## config.mk

```make
export PLATFORM = sky130hd
export DESIGN_NAME = scalar_to_colormap_rgb_flat
export DESIGN_NICKNAME = d
export VERILOG_FILES = /design/src/sv/cmap_pkg.sv /design/src/sv/cmap_if.sv /design/src/sv/cmap_front.sv /design/src/sv/cmap_div_cell.sv /design/src/sv/cmap_shade.sv /design/src/sv/scalar_to_colormap_rgb.sv /design/src/flat_wrapper.sv
export VERILOG_INCLUDE_DIRS = /design/src /design/src/sv
export SDC_FILE = /design/constraint.sdc
export NUM_CORES = 2
export LEC_CHECK = 0
export BUFFER_PORTS_ARGS = -buffer_cell sky130_fd_sc_hd__buf_2
export CAP_MARGIN = 30
export CORE_MARGIN = 2
export CORE_UTILIZATION = 40
export CTS_BUF_LIST = sky130_fd_sc_hd__clkbuf_2
export CTS_CLUSTER_SIZE = 14
export DETAILED_ROUTE_END_ITERATION = 12
export PLACE_DENSITY = 0.51
export SLEW_MARGIN = 20
export SYNTH_ARGS = -nofsm -noshare
export SYNTH_HDL_FRONTEND = slang
export SYNTH_SLANG_ARGS = --single-unit
```

## constraint.sdc

```tcl
create_clock -name clk -period 93.5 [get_ports clk]
set_input_delay 14.025 -clock clk [delete_from_list [all_inputs] [get_ports clk]]
set_output_delay 14.025 -clock clk [all_outputs]
set_load 0.05 [all_outputs]
```

## src/sv/assert_macros.svh

```systemverilog
// assertion macros shared by the colormap rtl
`ifndef ASSERT_MACROS_SVH
`define ASSERT_MACROS_SVH

// same-cycle implication, held off during reset
`define ASSERT_NOW(label, ck, rs, ante, cons) \
  label: assert property (@(posedge ck) disable iff (rs) (ante) |-> (cons)) \
    else $error("assertion failed: same-cycle check");

// next-cycle implication, held off during reset
`define ASSERT_NEXT(label, ck, rs, ante, cons) \
  label: assert property (@(posedge ck) disable iff (rs) (ante) |=> (cons)) \
    else $error("assertion failed: next-cycle check");

`endif

```

## src/sv/cmap_pkg.sv

```systemverilog
// types and constants of the scalar colormap block
package cmap_pkg;

  localparam int T_BITS = 16;

  localparam logic [T_BITS:0] T_ONE  = 17'h10000;
  localparam logic [T_BITS:0] T_HALF = 17'h08000;

  localparam logic [7:0] GRAY_LEVEL = 8'd128;
  localparam logic [7:0] CHAN_MAX   = 8'd255;

  localparam logic MODE_RAINBOW = 1'b0;
  localparam logic MODE_DIVERGE = 1'b1;

  localparam logic [1:0] REG_RANGE_LOW  = 2'd0;
  localparam logic [1:0] REG_RANGE_HIGH = 2'd1;
  localparam logic [1:0] REG_RAMP_MODE  = 2'd2;

  // control carried alongside each item through the chain
  typedef struct packed {
    logic            live;
    logic            gray;
    logic            fixed;
    logic [T_BITS:0] t_fixed;
  } ctl_t;

endpackage

```

## src/sv/cmap_if.sv

```systemverilog
// handshake channels for samples and colors
interface cmap_sample_if #(parameter int SCALAR_BITS = 32);
  logic                          valid;
  logic                          ready;
  logic signed [SCALAR_BITS-1:0] sample_value;
  logic                          sample_valid;

  modport source(output valid, sample_value, sample_valid, input ready);
  modport sink(input valid, sample_value, sample_valid, output ready);
endinterface

interface cmap_color_if;
  logic       valid;
  logic       ready;
  logic [7:0] red;
  logic [7:0] green;
  logic [7:0] blue;

  modport source(output valid, red, green, blue, input ready);
  modport sink(input valid, red, green, blue, output ready);
endinterface

```

## src/sv/cmap_front.sv

```systemverilog
// range differences and classification ahead of the divider chain
module cmap_front #(
  parameter int SCALAR_BITS = 32
) (
  input  logic                          clk,
  input  logic                          rst,
  input  logic                          en,
  input  logic                          in_live,
  input  logic signed [SCALAR_BITS-1:0] in_value,
  input  logic                          in_flag,
  input  logic signed [SCALAR_BITS-1:0] range_low,
  input  logic signed [SCALAR_BITS-1:0] range_high,
  output cmap_pkg::ctl_t                ctl_out,
  output logic [SCALAR_BITS-1:0]        rem_out,
  output logic [SCALAR_BITS-1:0]        den_out
);

  localparam int DW = SCALAR_BITS + 1;

  // stage one: all four differences in parallel
  logic             live1;
  logic             gray1;
  logic signed [DW-1:0] num_pos, num_neg, den_pos, den_neg;

  always_ff @(posedge clk) begin
    if (rst) begin
      live1 <= 1'b0;
    end else if (en) begin
      live1 <= in_live;
    end
  end

  always_ff @(posedge clk) begin
    if (en) begin
      gray1   <= !in_flag;
      num_pos <= DW'(in_value) - DW'(range_low);
      num_neg <= DW'(range_low) - DW'(in_value);
      den_pos <= DW'(range_high) - DW'(range_low);
      den_neg <= DW'(range_low) - DW'(range_high);
    end
  end

  // stage two: orient by the sign of the span and classify
  logic signed [DW-1:0] n, d;
  logic                 den_zero;
  cmap_pkg::ctl_t       ctl_next;

  always_comb begin
    den_zero = (den_pos == '0);
    n = den_pos[DW-1] ? num_neg : num_pos;
    d = den_pos[DW-1] ? den_neg : den_pos;
    ctl_next.live    = live1;
    ctl_next.gray    = gray1;
    ctl_next.fixed   = 1'b1;
    ctl_next.t_fixed = cmap_pkg::T_HALF;
    if (den_zero) begin
      ctl_next.t_fixed = cmap_pkg::T_HALF;
    end else if (n[DW-1] || n == '0) begin
      ctl_next.t_fixed = '0;
    end else if (n >= d) begin
      ctl_next.t_fixed = cmap_pkg::T_ONE;
    end else begin
      ctl_next.fixed = 1'b0;
    end
  end

  always_ff @(posedge clk) begin
    if (rst) begin
      ctl_out.live <= 1'b0;
    end else if (en) begin
      ctl_out.live <= ctl_next.live;
    end
  end

  always_ff @(posedge clk) begin
    if (en) begin
      ctl_out.gray    <= ctl_next.gray;
      ctl_out.fixed   <= ctl_next.fixed;
      ctl_out.t_fixed <= ctl_next.t_fixed;
      rem_out         <= n[SCALAR_BITS-1:0];
      den_out         <= d[SCALAR_BITS-1:0];
    end
  end

endmodule

```

## src/sv/cmap_div_cell.sv

```systemverilog
// one restoring-division cell: produces one quotient bit of t
`include "assert_macros.svh"

module cmap_div_cell #(
  parameter int SCALAR_BITS = 32
) (
  input  logic                              clk,
  input  logic                              rst,
  input  logic                              en,
  input  cmap_pkg::ctl_t                    ctl_in,
  input  logic [SCALAR_BITS-1:0]            rem_in,
  input  logic [SCALAR_BITS-1:0]            den_in,
  input  logic [cmap_pkg::T_BITS-1:0]       q_in,
  output cmap_pkg::ctl_t                    ctl_out,
  output logic [SCALAR_BITS-1:0]            rem_out,
  output logic [SCALAR_BITS-1:0]            den_out,
  output logic [cmap_pkg::T_BITS-1:0]       q_out
);

  logic [SCALAR_BITS:0]   shifted;
  logic [SCALAR_BITS:0]   diff;
  logic                   ge;
  logic [SCALAR_BITS-1:0] rem_next;

  always_comb begin
    shifted  = {rem_in, 1'b0};
    diff     = shifted - {1'b0, den_in};
    ge       = (shifted >= {1'b0, den_in});
    rem_next = ge ? diff[SCALAR_BITS-1:0] : shifted[SCALAR_BITS-1:0];
  end

  always_ff @(posedge clk) begin
    if (rst) begin
      ctl_out.live <= 1'b0;
    end else if (en) begin
      ctl_out.live <= ctl_in.live;
    end
  end

  always_ff @(posedge clk) begin
    if (en) begin
      ctl_out.gray    <= ctl_in.gray;
      ctl_out.fixed   <= ctl_in.fixed;
      ctl_out.t_fixed <= ctl_in.t_fixed;
      rem_out         <= rem_next;
      den_out         <= den_in;
      q_out           <= {q_in[cmap_pkg::T_BITS-2:0], ge};
    end
  end

  // a divided item always keeps its partial remainder below the divisor
  `ASSERT_NOW(a_rem_below_den, clk, rst, ctl_out.live && !ctl_out.fixed, rem_out < den_out)

endmodule

```

## src/sv/cmap_shade.sv

```systemverilog
// ramp lookup: turns t into an rgb color, registered at the output
`include "assert_macros.svh"

module cmap_shade (
  input  logic                        clk,
  input  logic                        rst,
  input  logic                        en,
  input  cmap_pkg::ctl_t              ctl_in,
  input  logic [cmap_pkg::T_BITS-1:0] q_in,
  input  logic                        ramp_mode,
  output logic                        valid,
  output logic [7:0]                  red,
  output logic [7:0]                  green,
  output logic [7:0]                  blue
);

  localparam logic [2:0] SECTOR_RED_YEL  = 3'd0;
  localparam logic [2:0] SECTOR_YEL_GRN  = 3'd1;
  localparam logic [2:0] SECTOR_GRN_CYAN = 3'd2;
  localparam logic [2:0] SECTOR_CYAN_BLU = 3'd3;

  logic [16:0] t;
  logic [16:0] u;
  logic [18:0] x;
  logic [2:0]  sector;
  logic [15:0] f;
  logic [16:0] f_rest;
  logic [23:0] up_prod, down_prod, lo_prod, hi_prod;
  logic [7:0]  up, down;
  logic [16:0] t_over;
  logic [16:0] fd;
  logic [7:0]  r_next, g_next, b_next;
  logic        gray_q;

  always_comb begin
    t      = ctl_in.fixed ? ctl_in.t_fixed : {1'b0, q_in};
    // rainbow: hue runs from blue at t=0 to red at t=1
    u      = cmap_pkg::T_ONE - t;
    x      = {u, 2'b00};
    sector = x[18:16];
    f      = x[15:0];
    f_rest = cmap_pkg::T_ONE - {1'b0, f};
    up_prod   = 24'(f) * 24'd255 + 24'd32768;
    down_prod = 24'(f_rest) * 24'd255 + 24'd32768;
    up     = up_prod[23:16];
    down   = down_prod[23:16];
    // diverging halves
    lo_prod = 24'(t[14:0]) * 24'd510;
    t_over  = t - cmap_pkg::T_HALF;
    fd      = {t_over[15:0], 1'b0};
    hi_prod = 24'(fd) * 24'd255 + 24'd65535;

    r_next = cmap_pkg::GRAY_LEVEL;
    g_next = cmap_pkg::GRAY_LEVEL;
    b_next = cmap_pkg::GRAY_LEVEL;
    if (!ctl_in.gray) begin
      if (ramp_mode == cmap_pkg::MODE_RAINBOW) begin
        case (sector)
          SECTOR_RED_YEL: begin
            r_next = cmap_pkg::CHAN_MAX; g_next = up; b_next = 8'd0;
          end
          SECTOR_YEL_GRN: begin
            r_next = down; g_next = cmap_pkg::CHAN_MAX; b_next = 8'd0;
          end
          SECTOR_GRN_CYAN: begin
            r_next = 8'd0; g_next = cmap_pkg::CHAN_MAX; b_next = up;
          end
          SECTOR_CYAN_BLU: begin
            r_next = 8'd0; g_next = down; b_next = cmap_pkg::CHAN_MAX;
          end
          default: begin
            r_next = up; g_next = 8'd0; b_next = cmap_pkg::CHAN_MAX;
          end
        endcase
      end else if (t < cmap_pkg::T_HALF) begin
        r_next = lo_prod[23:16];
        g_next = lo_prod[23:16];
        b_next = cmap_pkg::CHAN_MAX;
      end else begin
        r_next = cmap_pkg::CHAN_MAX;
        g_next = cmap_pkg::CHAN_MAX - hi_prod[23:16];
        b_next = cmap_pkg::CHAN_MAX - hi_prod[23:16];
      end
    end
  end

  always_ff @(posedge clk) begin
    if (rst) begin
      valid <= 1'b0;
    end else if (en) begin
      valid <= ctl_in.live;
    end
  end

  always_ff @(posedge clk) begin
    if (en) begin
      red    <= r_next;
      green  <= g_next;
      blue   <= b_next;
      gray_q <= ctl_in.gray;
    end
  end

  // every ramp color has at least one channel at full scale
  `ASSERT_NOW(a_full_channel, clk, rst, valid && !gray_q, red == cmap_pkg::CHAN_MAX || green == cmap_pkg::CHAN_MAX || blue == cmap_pkg::CHAN_MAX)

endmodule

```

## src/sv/scalar_to_colormap_rgb.sv

```systemverilog
// top level of the scalar to rgb false-color mapper
// Maps one signed fixed-point scalar per item to an 8-bit rgb color. The
// sample is normalized against range_low and range_high into a 16-bit
// fraction t (clamped to 0..1, 0.5 when the two are equal) and colored by
// an hsv rainbow (ramp_mode 0, blue to red) or a blue-white-red diverging
// ramp (ramp_mode 1); items flagged invalid come out as mid gray. A new item
// is taken every cycle in which sample.ready is high. Each item passes a
// front end that forms and then classifies the range differences, sixteen
// cells of a restoring divider that each settle one bit of t and pass the
// partial remainder to the next cell, and a ramp lookup that lands in the
// output register. A one-entry skid buffer at the input keeps sample.ready
// a register, so a stall at the color side reaches the sample side in the
// following cycle. Registers are written through cfg_we/cfg_index/cfg_data
// and should only change while no item is in flight.
`include "assert_macros.svh"

module scalar_to_colormap_rgb #(
  parameter int SCALAR_BITS   = 32,
  parameter int FRACTION_BITS = 16
) (
  input  logic                   clk,
  input  logic                   rst,
  input  logic                   cfg_we,
  input  logic [1:0]             cfg_index,
  input  logic [SCALAR_BITS-1:0] cfg_data,
  cmap_sample_if.sink            sample,
  cmap_color_if.source           color
);

  localparam int CELLS = cmap_pkg::T_BITS;

  // configuration registers
  logic signed [SCALAR_BITS-1:0] range_low;
  logic signed [SCALAR_BITS-1:0] range_high;
  logic                          ramp_mode;

  always_ff @(posedge clk) begin
    if (rst) begin
      range_low  <= '0;
      range_high <= SCALAR_BITS'(1) << FRACTION_BITS;
      ramp_mode  <= cmap_pkg::MODE_RAINBOW;
    end else if (cfg_we) begin
      case (cfg_index)
        cmap_pkg::REG_RANGE_LOW:  range_low  <= cfg_data;
        cmap_pkg::REG_RANGE_HIGH: range_high <= cfg_data;
        cmap_pkg::REG_RAMP_MODE:  ramp_mode  <= cfg_data[0];
        default: ;
      endcase
    end
  end

  // whole pipe moves when the output register is free or being drained
  logic adv;
  assign adv = !color.valid || color.ready;

  // input skid buffer
  logic                          skid_full;
  logic signed [SCALAR_BITS-1:0] skid_value;
  logic                          skid_flag;

  assign sample.ready = !skid_full;

  always_ff @(posedge clk) begin
    if (rst) begin
      skid_full <= 1'b0;
    end else if (adv) begin
      skid_full <= 1'b0;
    end else if (sample.valid && !skid_full) begin
      skid_full <= 1'b1;
    end
  end

  always_ff @(posedge clk) begin
    if (!adv && sample.valid && !skid_full) begin
      skid_value <= sample.sample_value;
      skid_flag  <= sample.sample_valid;
    end
  end

  // item entering the pipe: held item first, else straight from the port
  logic                          src_live;
  logic signed [SCALAR_BITS-1:0] src_value;
  logic                          src_flag;

  always_comb begin
    src_live  = skid_full || sample.valid;
    src_value = skid_full ? skid_value : sample.sample_value;
    src_flag  = skid_full ? skid_flag : sample.sample_valid;
  end

  // chain wiring: index 0 is the front end, index CELLS the last cell
  cmap_pkg::ctl_t              ctl_w [CELLS+1];
  logic [SCALAR_BITS-1:0]      rem_w [CELLS+1];
  logic [SCALAR_BITS-1:0]      den_w [CELLS+1];
  logic [cmap_pkg::T_BITS-1:0] q_w   [CELLS+1];

  cmap_front #(.SCALAR_BITS(SCALAR_BITS)) u_front (
    .clk        (clk),
    .rst        (rst),
    .en         (adv),
    .in_live    (src_live),
    .in_value   (src_value),
    .in_flag    (src_flag),
    .range_low  (range_low),
    .range_high (range_high),
    .ctl_out    (ctl_w[0]),
    .rem_out    (rem_w[0]),
    .den_out    (den_w[0])
  );

  // quotient bits shift in from the right, so the start value is unused
  assign q_w[0] = '0;

  for (genvar i = 0; i < CELLS; i++) begin : g_cell
    cmap_div_cell #(.SCALAR_BITS(SCALAR_BITS)) u_cell (
      .clk     (clk),
      .rst     (rst),
      .en      (adv),
      .ctl_in  (ctl_w[i]),
      .rem_in  (rem_w[i]),
      .den_in  (den_w[i]),
      .q_in    (q_w[i]),
      .ctl_out (ctl_w[i+1]),
      .rem_out (rem_w[i+1]),
      .den_out (den_w[i+1]),
      .q_out   (q_w[i+1])
    );
  end

  // final remainder and divisor are not needed past the last cell
  logic unused_tail;
  assign unused_tail = ^{rem_w[CELLS], den_w[CELLS]};

  cmap_shade u_shade (
    .clk       (clk),
    .rst       (rst),
    .en        (adv),
    .ctl_in    (ctl_w[CELLS]),
    .q_in      (q_w[CELLS]),
    .ramp_mode (ramp_mode ^ (unused_tail & 1'b0)),
    .valid     (color.valid),
    .red       (color.red),
    .green     (color.green),
    .blue      (color.blue)
  );

  // an item taken while the pipe is stalled must land in the skid buffer
  `ASSERT_NEXT(a_skid_catch, clk, rst, sample.valid && sample.ready && !adv, skid_full)
  // a held item stays held until the pipe moves
  `ASSERT_NEXT(a_skid_hold, clk, rst, skid_full && !adv, skid_full && $stable(skid_value))

endmodule
```

## src/flat_wrapper.sv

```systemverilog
// flat-port wrapper written by rule: the top's interface ports become plain ports
module scalar_to_colormap_rgb_flat 
#(
  parameter int SCALAR_BITS   = 32,
  parameter int FRACTION_BITS = 16
)
  (clk, rst, cfg_we, cfg_index, cfg_data, sample_valid, sample_sample_value, sample_sample_valid, sample_ready, color_valid, color_red, color_green, color_blue, color_ready);
  cmap_sample_if #(.SCALAR_BITS(SCALAR_BITS)) sample_i ();
  cmap_color_if color_i ();
  input  logic clk;
  input  logic rst;
  input  logic cfg_we;
  input  logic [1:0] cfg_index;
  input  logic [SCALAR_BITS-1:0] cfg_data;
  input wire logic [$bits(sample_i.valid)-1:0] sample_valid;
  input wire logic [$bits(sample_i.sample_value)-1:0] sample_sample_value;
  input wire logic [$bits(sample_i.sample_valid)-1:0] sample_sample_valid;
  output wire logic [$bits(sample_i.ready)-1:0] sample_ready;
  output wire logic [$bits(color_i.valid)-1:0] color_valid;
  output wire logic [$bits(color_i.red)-1:0] color_red;
  output wire logic [$bits(color_i.green)-1:0] color_green;
  output wire logic [$bits(color_i.blue)-1:0] color_blue;
  input wire logic [$bits(color_i.ready)-1:0] color_ready;
  assign sample_i.valid = sample_valid;
  assign sample_i.sample_value = sample_sample_value;
  assign sample_i.sample_valid = sample_sample_valid;
  assign sample_ready = sample_i.ready;
  assign color_valid = color_i.valid;
  assign color_red = color_i.red;
  assign color_green = color_i.green;
  assign color_blue = color_i.blue;
  assign color_i.ready = color_ready;
  scalar_to_colormap_rgb #(.SCALAR_BITS(SCALAR_BITS), .FRACTION_BITS(FRACTION_BITS)) u_core (.clk(clk), .rst(rst), .cfg_we(cfg_we), .cfg_index(cfg_index), .cfg_data(cfg_data), .sample(sample_i), .color(color_i));
endmodule
```

==> results.py <==
metrics = {
    "critical_path": {
        "critPathCaptureType": "flop",
        "crit_fanout": 159,
        "critPathArrivalTime_ps": 18540,
        "start_kind": "primary input",
        "critical_path_class": "primary input to flop",
        "crit_required_ps": 94930,
        "r2r_cells": 30,
    },
    "timing": {
        "fin_setup_tns_ps": 0,
        "clock_skew_ps": 264,
        "slew_viol_final": 0,
        "fin_crit_ps": 17110,
        "setup_viol_count_final": 0,
        "rsz0062_at_grt": "no",
        "tightest_slew_ps": 1160,
        "hold_viol": 0,
        "min_period_over_period_pct": 18.3,
        "fmax_mhz": 58.5,
        "relSlewSlack_pct": 22.8,
    },
    "grt": {
        "grt_pass1_wl_um": 389000,
        "antenna_found_initial": 7,
        "grt.overflow.total": 0,
        "use_met3_pct": 2.98,
        "grt_pass1_vias": 67400,
        "grtUsageTotal_pct": 20.5,
        "grt_max_degree": 190,
        "grt_util_met1_pct": 26.4,
        "use_met2_pct": 35.3,
        "top_usage_layer": "met2",
    },
    "logic_synthesis": {
        "yosysTopAreaCellShare_pct": 44.8,
        "synthArstFlopShare_pct": 0,
        "postSynthAreaPerCell_um2": 10.6,
        "syn-cell-area_mm2": 0.0950,
        "ys_seq_area_share_pct": 46.5,
        "ys_ff_latch": 1501,
        "synth_top_area_cell": "edfxtp_1",
        "yosys.cell_types.count": 90,
        "synthTopCellsByArea": "edfxtp_1 45%, ha_1 11%, inv_1 4.5%",
        "synthesis.nets": 10100,
        "synthFlopType": "edfxtp_1",
        "synth-edff-count": 1416,
        "syn-instance-count": 8990,
        "yosys_warnings": 0,
    },
    "floorplanning": {
        "core_mm2": 0.236,
        "start_util_pct": 40.3,
        "ios": 98,
        "fp.dieArea_mm2": 0.241,
        "die_w_um": 491,
        "die_y_um": 491,
        "core.rowCount": 178,
    },
    "detailed_routing": {
        "drt-initial-drc-count": 4622,
        "drtPass1Iterations": 6,
        "num_vias": 67200,
        "drc": 0,
        "routed_via_density": 5.24,
        "routed_wl_um": 251000,
        "wire_per_inst_um": 19.6,
        "ant_nets": 0,
    },
    "clocking": {
        "insertion_delay_ps": 1890,
        "cts_tree": "done",
        "cts_root_buf": "clkbuf_2",
        "cts_buffers": 419,
        "post_cts_buffers": 0,
        "clk_pin_slew_ps": 120,
        "cts.sinks": 1501,
        "cts_resized": 0,
        "holdBufCountCts": 0,
        "htree_num_levels": 5,
        "clockBufferDepth": 4,
    },
    "finish": {
        "filler_cell_count": 22800,
        "syn2layout_area_growth_pct": 8.54,
        "mostFrequentLayoutCell": "edfxtp_1",
        "fin_nets": 10500,
        "drive_above_1_share_pct": 10.6,
        "final_cell_mix": "1416 x edfxtp_1, 1146 x inv_1, 854 x ha_1",
    },
    "hold_path": {
        "holdPathStages": 0,
        "hold_path.class": "flop to flop",
    },
    "job": {
        "max_cap_violations": 0,
    },
    "run_status": {
        "status": "finished, final reports clean",
    },
    "placement": {
        "gp_congestion": 0.903,
        "numPortBuffers": 97,
        "detailed_place_hpwl_um": 195000,
    },
}
[registers in the layout, indices dropped and copies added, names as in the netlist, 5 cells and up]
name	cells
u_core.g_cell.u_cell.den_out	480
u_core.g_cell.u_cell.rem_out	480
u_core.g_cell.u_cell.q_out	136
u_core.g_cell.u_cell.ctl_out	80
u_core.u_front.den_pos	33
u_core.u_front.num_pos	33
u_core.range_high	32
u_core.range_low	32
u_core.skid_value	32
u_core.u_front.den_neg	32
u_core.u_front.den_out	32
u_core.u_front.num_neg	32
u_core.u_front.rem_out	32
u_core.u_shade.blue	8
u_core.u_shade.green	8
u_core.u_shade.red	8
u_core.u_front.ctl_out	5
[stage by stage]
step	hold slack [ps]	instance area [um2]	worst slack [ps]	std cells	utilization [%]
6_report	199	103000	76390	12800	43.8
5_1_grt	199	103000	76060	12800	43.8
4_1_cts	180	103000	76100	12800	43.7
3_5_place_dp	405	99300	73950	12100	42.1
3_3_place_gp	401	99200	74170	12100	42.1
2_1_floorplan	400	95000	39410	8990	-
[per-layer routing]
metal | vias up | part of all wire [%]
li1 | 33000 | -
met1 | 32300 | 44
met2 | 1447 | 49
met3 | 448 | 4.0
met4 | 0 | 3.0
met5 | - | 0
[Yosys cell counts, types with 37 or more instances]
cell type and count:
nand2_1 670, nor2b_1 85, o21a_1 93, inv_1 1147, nor4_1 40, fa_1 197, o21ai_0 503, o31ai_1 50
clkbuf_1 175, nor2_1 553, or3_1 46, and3_1 49, a21o_1 273, ha_1 854, xnor2_1 387, nand3_1 134
nor3_1 125, xor2_1 215, o21bai_1 92, edfxtp_1 1416, mux2_2 153, dfxtp_1 85, mux2i_1 75, a21oi_1 764
nand4_1 97, a211oi_1 86, nand2b_1 110, a31oi_1 37
[critical path: stages]
cell	delay (ps)
buf_2	70
nor2b_1	30
buf_4	200
inv_8	530
buf_12	630
buf_4	610
buf_4	730
buf_4	520
buf_4	450
buf_16	290
[cell families (layout without fill, tap and decap cells)]
logic type / Yosys count / count (layout) / share of synthesized area (%)
muxes: 228 / 228 / 2.60
DFF: 1501 / 1501 / 46.5
other: 0 / 7 / 0
and+or+nand+nor: 2053 / 2053 / 10.1
xor gates and xnor gates: 603 / 603 / 5.57
adders and majority gates: 1054 / 1054 / 15.4
buffers and inverters: 1351 / 2027 / 5.36
AOI/OAI and AO/OA: 2200 / 2200 / 14.4
[final timing paths]
path | from | to | slack, ps
worst max-delay path | color_ready | u_core.g_cell[14].u_cell.den_out[7]$_DFFE_PP_ | 76390
worst min-delay path | u_core.g_cell[13].u_cell.den_out[18]$_DFFE_PP_ | u_core.g_cell[14].u_cell.den_out[18]$_DFFE_PP_ | 200
worst max register to register | u_core.g_cell[15].u_cell.ctl_out[17]$_DFFE_PP_ | u_core.u_shade.green[7]$_SDFFCE_PP1P_ | 83960
worst min register to register | u_core.g_cell[13].u_cell.den_out[18]$_DFFE_PP_ | u_core.g_cell[14].u_cell.den_out[18]$_DFFE_PP_ | 200
[final cells by class]
cell class	instances	area [um2]	share of cell area [%]
clock buffers	594	2970	2.88
repair buffers	168	1190	1.15
inverters	1151	4330	4.20
flip-flops and latches	1501	44200	42.9
diodes	7	17.5	0.0170
clock inverters	114	648	0.628
multi-input cells	6138	45800	44.4
well taps	3150	3940	3.82
Power is left out: the tool's default activity adds up to more than one toggle a clock period on the data nets, which glitch-free logic cannot reach.
